$ cat config.mk
export PLATFORM = sky130hd
export DESIGN_NAME = fwrl_ctrl
export DESIGN_NICKNAME = d
export VERILOG_FILES = /design/src/design/fwrl_pkg.sv /design/src/design/fwrl_ctrl.sv
export SDC_FILE = /design/constraint.sdc
export NUM_CORES = 1
export LEC_CHECK = 0
export BUFFER_PORTS_ARGS = -buffer_cell sky130_fd_sc_hd__buf_2
export CAP_MARGIN = 20
export CELL_PAD_IN_SITES_DETAIL_PLACEMENT = 1
export CELL_PAD_IN_SITES_GLOBAL_PLACEMENT = 1
export CORE_AREA = 2 2 39 41
export DETAILED_ROUTE_END_ITERATION = 8
export DIE_AREA = 0 0 41 43
export PLACE_DENSITY_LB_ADDON = 0.1
export SYNTH_ARGS = -nofsm -noshare
export SYNTH_HDL_FRONTEND = slang
export SYNTH_SLANG_ARGS = --single-unit
$ cat constraint.sdc
create_clock -name clk -period 2.74 [get_ports clk]
set_clock_uncertainty 0.05 [all_clocks]
set_input_delay 0.822 -clock clk [delete_from_list [all_inputs] [get_ports clk]]
set_output_delay 0.822 -clock clk [all_outputs]
set_load 0.01 [all_outputs]
$ cat src/design/fwrl_pkg.sv
// Shared types and constants for the fixed-window rate limiter.
// No dependencies; every other file of the block but fwrl_ram depends on this package.
package fwrl_pkg;

  localparam int CLASS_COUNT = 5;
  localparam int CMD_W       = 2;
  localparam int USER_W      = 8;
  localparam int CLASS_W     = 3;
  localparam int LIMIT_W     = 32;
  localparam int PERIOD_W    = 2;
  localparam int PERIODS_W   = CLASS_COUNT * PERIOD_W;
  localparam int CFG_INDEX_W = 3;
  localparam int CFG_DATA_W  = 32;
  localparam int RESULT_W    = 32;

  // Window period codes.
  localparam logic [PERIOD_W-1:0] MINUTE = 2'd2;
  localparam logic [PERIOD_W-1:0] HOUR   = 2'd3;

  // Register indexes: the five default limits sit below the period register.
  localparam logic [CFG_INDEX_W-1:0] REG_PERIODS = 3'd5;

  // Reset values: limit one, minute for reads and writes, hour for the rest.
  localparam logic [LIMIT_W-1:0]   LIMIT_RESET   = 32'd1;
  localparam logic [PERIODS_W-1:0] PERIODS_RESET = {HOUR, HOUR, HOUR, MINUTE, MINUTE};

  typedef enum logic [CMD_W-1:0] {
    CMD_REQUEST  = 2'd0,
    CMD_TICK     = 2'd1,
    CMD_SET      = 2'd2,
    CMD_RESERVED = 2'd3
  } cmd_code_t;

  typedef enum logic [2:0] {
    ST_CLEAR,
    ST_IDLE,
    ST_REQ,
    ST_TICK,
    ST_TICK_END
  } fsm_state_t;

  typedef struct packed {
    logic [CMD_W-1:0]    command;
    logic [USER_W-1:0]   user_id;
    logic [CLASS_W-1:0]  op_class;
    logic [LIMIT_W-1:0]  limit_value;
    logic [PERIOD_W-1:0] window_period;
  } item_t;

  typedef struct packed {
    logic                accepted;
    logic [RESULT_W-1:0] request_count;
    logic                default_installed;
  } result_t;

  // Commands from the controller to the datapath.
  typedef struct packed {
    logic take;        // input channel ready
    logic load;        // capture the incoming transaction
    logic rd_item;     // read the table entry addressed by the input
    logic set_wr;      // write a set command into the table
    logic req_commit;  // update the entry and load the result register
    logic clr_wr;      // clearing pass: invalidate the entry at the sweep counter
    logic swp_rd;      // tick sweep: read the entry at the sweep counter
  } ctrl_cmd_t;

  // Status from the datapath to the controller.
  typedef struct packed {
    cmd_code_t in_cmd;
    logic      in_limited;
    logic      in_period_nz;
    logic      cnt_last;
    logic      out_busy;
  } dp_status_t;

endpackage

$ cat src/design/fwrl_ctrl.sv
// Controller of the rate limiter: sequences clearing pass, requests, sets and ticks.
// Depends on fwrl_pkg for the state, command and status types.
module fwrl_ctrl (
  input  logic                   clk,
  input  logic                   rst,
  input  logic                   item_valid,
  input  fwrl_pkg::dp_status_t   st,
  output fwrl_pkg::ctrl_cmd_t    cmd
);
  import fwrl_pkg::*;

  fsm_state_t state;
  fsm_state_t state_next;

  // State register; reset starts the clearing pass.
  always_ff @(posedge clk) begin
    if (rst) begin
      state <= ST_CLEAR;
    end else begin
      state <= state_next;
    end
  end

  // Next state and commands.
  always_comb begin
    cmd        = '0;
    state_next = state;
    case (state)
      ST_CLEAR: begin
        cmd.clr_wr = 1'b1;
        if (st.cnt_last) begin
          state_next = ST_IDLE;
        end
      end
      ST_IDLE: begin
        cmd.take = 1'b1;
        if (item_valid) begin
          cmd.load = 1'b1;
          case (st.in_cmd)
            CMD_REQUEST: begin
              cmd.rd_item = st.in_limited;
              state_next  = ST_REQ;
            end
            CMD_TICK: begin
              if (st.in_period_nz) begin
                state_next = ST_TICK;
              end
            end
            CMD_SET: begin
              cmd.set_wr = st.in_limited;
            end
            default: begin
            end
          endcase
        end
      end
      ST_REQ: begin
        if (!st.out_busy) begin
          cmd.req_commit = 1'b1;
          state_next     = ST_IDLE;
        end
      end
      ST_TICK: begin
        cmd.swp_rd = 1'b1;
        if (st.cnt_last) begin
          state_next = ST_TICK_END;
        end
      end
      ST_TICK_END: begin
        // The last swept entry is written back in this cycle.
        state_next = ST_IDLE;
      end
      default: begin
        state_next = ST_CLEAR;
      end
    endcase
  end

endmodule

* Word level (Yosys, flattened, before mapping)
Cells that the tools add are included.
Storage, ports and cells: output and inout bits 7, logic and storage cells 31, register bits after elaboration 3
Cells by class: reduce and logical (&&, ||, !) cells 3, equality and inequality tests 12, multiplexer cells 15
Operators with widths (count):
- $mux 3 | 6
- $pmux 3 s5 | 1
- $ne 2x2->1 const B | 4
- $eq 3x2->1 const B | 2
- $mux 1 | 6
- $pmux 3 s2 | 1
- $reduce_and 6->1 | 1
- $mux 4 | 1
- $eq 3x1->1 const B | 1
- $eq 3x3->1 const B | 1
- $logic_not 3->1 | 1
- $ne 3x1->1 const B | 1
- $ne 3x3->1 const B | 1
- $eq 2x1->1 const B | 1
- $eq 2x2->1 const B | 1
- $logic_not 2->1 | 1

* Longest topological paths before layout
Gate-level depths: netlist of the first run.
depth after elaboration 4, gate-level depth with buffers 3

* Least setup slack after synthesis of the first run
No wires, ideal clock.
path kind input-to-output, start in item_valid, end out cmd[4] (netlist name), stages 2, data arrival time 1.338 ns, slack 0.530 ns, data required time 1.868 ns, cells stage by stage nand3_1 > nor4b_1
RTL lines:
- start: declaration | RTL line fwrl_ctrl.sv:6 | input logic item_valid,
- end: declaration | RTL line fwrl_ctrl.sv:8 | output fwrl_pkg::ctrl_cmd_t cmd

==> run_results.csv, run 1 <==
group,metric,value,unit
routing,routed_wl,686,µm
synth,synth_cell_types,23,
floorplan,fp.dieH,43,µm
synth,ys_ff_latch,3,
clock_tree,clk_path_buf_depth,2,
floorplan,core,0.001384,mm²
sta,finalSetupViolCount,0,
clock_tree,clk_pin_slew_worst_paths,0.03,ns
pwr,intPower,115.4,µW
clock_tree,cts_tree,"yes",
routing,routedWlPerCell,10.89,µm
clock_tree,holdBufCountCts,0,
routing,drtIter0Drc,2,
pwr,power_switching,36.91,µW
setup_path,critical_path_class,"in -> out",
pwr,comb_power_share,18.3,%
final_layout,layout_commonest_cell,"buf_2",
final_layout,syn2layout_area_growth,39.51,%
global_routing,grt_max_degree,15,
routing,ant_nets,0,
setup_path,critPathLaunchType,"input port",
final_layout,layout.cells.non_filler,63,
global_routing,grt_pass1_wl,1228,µm
pwr,swShare,24.24,%
floorplan,start_util,18.54,%
synth,synth_edf_count,0,
outcome,status,"finished, final reports clean",
setup_path,arrival,1.44,ns
synth,synthFlopType,"dfxtp_1",
synth,yosys_warnings,0,
routing,num_vias,280,
routing,drc,0,
final_layout,reg.largest.list,"state x3",
pwr,fin_total_pwr,152.3,µW
sta,relSlewSlack,73.67,%
final_layout,layout-drive-gt1-share,48.94,%
place,numPlacedInstances,59,
pwr,power.density,425.6,mW/mm²
clock_tree,cts_max_level,1,
sta,period_share,84.29,%
sta,fin_crit,2.310,ns
synth,syn_avg_cell_area,8.274,µm²
final_layout,n_fill_cell,175,
routing,first_pass_iters,2,
place,gp_congestion,0.7222,
synth,synth.net_count,40,
sta,max_slew.worst_pin.slew,0.3944,ns
global_routing,grtUsageTotal,10.22,%
clock_tree,post-cts-setup-buffers,0,
floorplan,dieWidth,41,µm
sta,rsz0062_at_grt,"no",
sta,hold_violations,0,
pwr,max-vdd-ir-drop,0.2521,mV
synth,syn_inst,31,
setup_path,r2r_slack,1.50,ns
place,hpwl,563.6,µm
global_routing,grt_pass1_vias,266,
pwr,clkPwrFrac,48.4,%
synth,async_flop_share,0,%
floorplan,die-area,0.001763,mm²
clock_tree,clkSinkCount,3,
place,numPortBuffers,15,
sta,slew_viol_final,0,
synth,synth_area,256.5,µm²
final_layout,nets,57,
floorplan,ios,16,
clock_tree,numCtsBuffers,3,
hold_path,hp-class,"reg -> reg",
floorplan,fp-row-count,14,
global_routing,antenna_found_initial,0,
global_routing,grt_overflow,0,
final_layout,final_cell_mix,"buf_2, a21oi_1, nor2b_1, clkbuf_4, dfxtp_1",
setup_path,required,1.87,ns
setup_path,critical_path.endpoint_type,"output pin",
clock_tree,clk_latency,0.23,ns
clock_tree,cts.repair.resized,0,
sta,fin_setup_tns,0,ns
setup_path,critPathMaxFanout,4,
sta,fmax,433.0,MHz
pwr,p_leak,0.0001710,µW
final_layout,regMostFlops,"state",
routing,routed_via_density,4.444,
place,place_ws,0.4206,ns
clock_tree,root_buffer,"clkbuf_4",
synth,ys_seq_area_share,23.41,%
final_layout,largest_reg_flops,3,
flow_run,max_cap_violations,0,
pwr,pwr-share-seq,33.3,%
sta,fin_ws,0.4304,ns
final_layout,diodes,0,
[per-layer routing]
metal  global-route usage (%)  part of all wire [%]
met5                        0                     0
met4                    6.000                     0
met3                    3.141                   7.4
met2                    14.06                    48
met1                    13.42                    45
[cell usage after synthesis, drive strengths merged, types with 2 or more instances]
library cell / count / share of area (%)
nor2b: 4 / 11
and2: 2 / 5.9
a21oi: 4 / 7.8
dfxtp: 3 / 23
nor2: 2 / 3.9
buf: 3 / 7.8
[power groups by stage]
stage	sequential, µW	combinational (µW)	clock (µW)
after CTS	50.7	28.4	77.5
final	50.7	27.8	73.8
after global routing	51.8	31.9	84.1
after floorplan	48.0	19.4	0
after global placement	51.3	27.6	0
after detailed placement	51.3	28.3	0
[path summary, 6_finish.rpt]
| path | start | endpoint | cells past startpoint |
|---|---|---|---|
| worst max-delay path | item_valid | cmd[3] | 4 |
| worst min-delay path | state[2]$_SDFFE_PP0P_ | state[0]$_SDFFE_PP0P_ | 1 |
| worst max register to register | state[0]$_SDFFE_PP0P_ | state[0]$_SDFFE_PP0P_ | 3 |
| worst min register to register | state[2]$_SDFFE_PP0P_ | state[0]$_SDFFE_PP0P_ | 1 |
[worst max-delay path: stages]
cell and delay (ns):
buf_2 0.11, nand3_1 0.09, and4bb_2 0.29, buf_2 0.13
[layout make-up]
cell class	count	area [µm²]	share of cell area (%)
Clock buffer	4	26.28	7.343
Timing Repair Buffer	15	75.07	20.98
Tap cell	16	20.02	5.594
Sequential cell	3	60.06	16.78
Multi-Input combinational cell	24	172.7	48.25
Inverter	1	3.754	1.049
[per-stage QoR]
step | cell area [µm²] | util, % | hold slack (ns)
6_report | 357.8 | 25.86 | 0.6261
2_1_floorplan | 256.5 | - | 0.5544
3_3_place_gp | 331.6 | 23.96 | 0.6177
5_1_grt | 357.8 | 25.86 | 0.6528
4_1_cts | 357.8 | 25.86 | 0.6180
3_5_place_dp | 331.6 | 23.96 | 0.6090
[logic make-up (layout without fill, tap and decap cells)]
logic type | after synthesis | after routing | synth area share [%]
AO/OA/AOI/OAI | 7 | 7 | 17.07
AND/OR/NAND/NOR | 16 | 16 | 45.86
buffers and inverters | 4 | 20 | 9.263
multiplexers | 1 | 1 | 4.390
flip-flops | 3 | 3 | 23.42
No activity file was read; power rests on OpenSTA's default activity.
==> run 2, diff against run 1 <==
==> constraint.sdc (replaced) <==
create_clock -name clk -period 2.02 [get_ports clk]
set_clock_uncertainty 0.05 [all_clocks]
set_input_delay 0.606 -clock clk [delete_from_list [all_inputs] [get_ports clk]]
set_output_delay 0.606 -clock clk [all_outputs]
set_load 0.01 [all_outputs]
==> run 2 against run 1 <==
Combinational power rose by 36%. Sequential share of layout area rose by 0.055 points. Count of clock-buffer cells in the layout did not move. Flip-flop and latch count did not move. Critical path type is now reg -> out.
==> run_results.csv, run 2 (same netlist as run 1, synthesis figures left out) <==
group,metric,value,unit
outcome,status,"finished, final reports clean",
setup_path,cp-startpoint,"state[2]$_SDFFE_PP0P_",
routing,first_pass_iters,2,
clock_tree,cts.repair.resized,0,
final_layout,layout_commonest_cell,"buf_2",
clock_tree,clk_path_buf_depth,2,
clock_tree,cts_tree,"yes",
final_layout,reg.largest.list,"state x3",
sta,hold_ws,0.5055,ns
floorplan,dieWidth,41,µm
setup_path,required,1.36,ns
final_layout,regMostFlops,"state",
final_layout,nets,57,
place,numPlacedInstances,59,
setup_path,cpMaxStageDelayCell,"dfxtp_1",
final_layout,fin_util,26.31,%
floorplan,core,0.001384,mm²
global_routing,grt_pass1_wl,1228,µm
routing,ant_nets,0,
hold_path,hold_start,"rst",
clock_tree,numCtsBuffers,3,
sta,slew_viol_final,0,
sta,relSlewSlack,73.56,%
pwr,p_leak,0.0001737,µW
setup_path,critPathMaxFanout,6,
clock_tree,holdBufCountCts,0,
routing,num_vias,281,
routing,routed_via_density,4.460,
sta,fin_setup_tns,0,ns
setup_path,critical_path.endpoint_type,"output pin",
setup_path,critPathLaunchType,"flip-flop",
final_layout,layout-drive-gt1-share,51.06,%
clock_tree,root_buffer,"clkbuf_4",
global_routing,grtUsageTotal,10.22,%
floorplan,die-area,0.001763,mm²
sta,finalSetupViolCount,0,
clock_tree,clk_latency,0.23,ns
pwr,max-vdd-ir-drop,0.3427,mV
final_layout,diodes,0,
floorplan,fp-row-count,14,
setup_path,critical_path_class,"reg -> out",
pwr,fin_total_pwr,207.1,µW
routing,routed_wl,685,µm
routing,drtIter0Drc,2,
setup_path,arrival,1.25,ns
final_layout,syn2layout_area_growth,41.95,%
global_routing,grt_pass1_vias,266,
setup_path,worst_path_largest_cell_delay,0.37,ns
global_routing,grt_overflow,0,
place,gp_congestion,0.7222,
setup_path,path_cells,"nor2_4 > nand3_1 > nor4b_1 > buf_2",
hold_path,hp-class,"in -> reg",
place,hpwl,563.6,µm
clock_tree,post-cts-setup-buffers,0,
floorplan,ios,16,
sta,max_slew.worst_pin.slew,0.3961,ns
clock_tree,clk_pin_slew_worst_paths,0.04,ns
clock_tree,cts_max_level,1,
routing,drc,0,
floorplan,start_util,18.54,%
sta,rsz0062_at_grt,"no",
pwr,power.density,568.8,mW/mm²
sta,hold_violations,0,
routing,routedWlPerCell,10.87,µm
final_layout,layout.cells.non_filler,63,
place,numPortBuffers,15,
sta,period_share,94.43,%
global_routing,antenna_found_initial,0,
final_layout,final_cell_mix,"buf_2, a21oi_1, nor2b_1, clkbuf_4, dfxtp_1",
clock_tree,clkSinkCount,3,
setup_path,reg2reg_from,"state[0]$_SDFFE_PP0P_",
global_routing,grt_max_degree,15,
flow_run,max_cap_violations,0,
sta,fin_crit,1.907,ns
final_layout,largest_reg_flops,3,
sta,fmax,524.3,MHz
floorplan,fp.dieH,43,µm
-- run 2: stage by stage --
stage / area (µm²) / worst slack (ns)
2_1_floorplan: 256.5 / 0.2420
3_3_place_gp: 331.6 / 0.1659
3_5_place_dp: 331.6 / 0.1326
4_1_cts: 357.8 / 0.04199
5_1_grt: 364.1 / 0.006829
6_report: 364.1 / 0.1125
-- run 2: cell type report --
| type | count | area [µm²] |
|---|---|---|
| Fill cell | 174 | 1020 |
| Multi-Input combinational cell | 24 | 177.7 |
| Timing Repair Buffer | 15 | 75.07 |
| Sequential cell | 3 | 61.31 |
| Clock buffer | 4 | 26.28 |
| Tap cell | 16 | 20.02 |
| Inverter | 1 | 3.754 |
-- run 2: final timing paths --
kind / end / slack (ns) / depth (start not counted)
setup / recovery: cmd[4] / 0.11 / 4
hold / removal: state[1]$_SDFFE_PP0P_ / 0.51 / 2
setup reg to reg: state[0]$_SDFFE_PP0P_ / 0.78 / 3
hold reg to reg: state[1]$_SDFFE_PP0P_ / 0.62 / 2
-- run 2: per-layer routing --
layer	up-vias	global-route usage [%]	wire length, µm
met5	-	0	0
met4	0	6.000	0
met3	0	3.141	51
met2	6	14.06	345
met1	128	13.42	289
li1	147	-	-
-- run 2: power breakdown --
group	internal, µW	leakage, µW	switching (µW)	total (µW)
registers	62.2	0.0000250	6.91	69.1
logic	21.0	0.000134	16.9	37.9
clock network	73.7	0.0000150	26.4	100
total	157	0.000174	50.2	207
-- run 2: critical path, delay by kind of cell, from the launching register on --
family | cells | cell delay, ns
flip-flops | 1 | 0.37
buffers and inverters | 1 | 0.18
AND/OR/NAND/NOR | 3 | 0.48
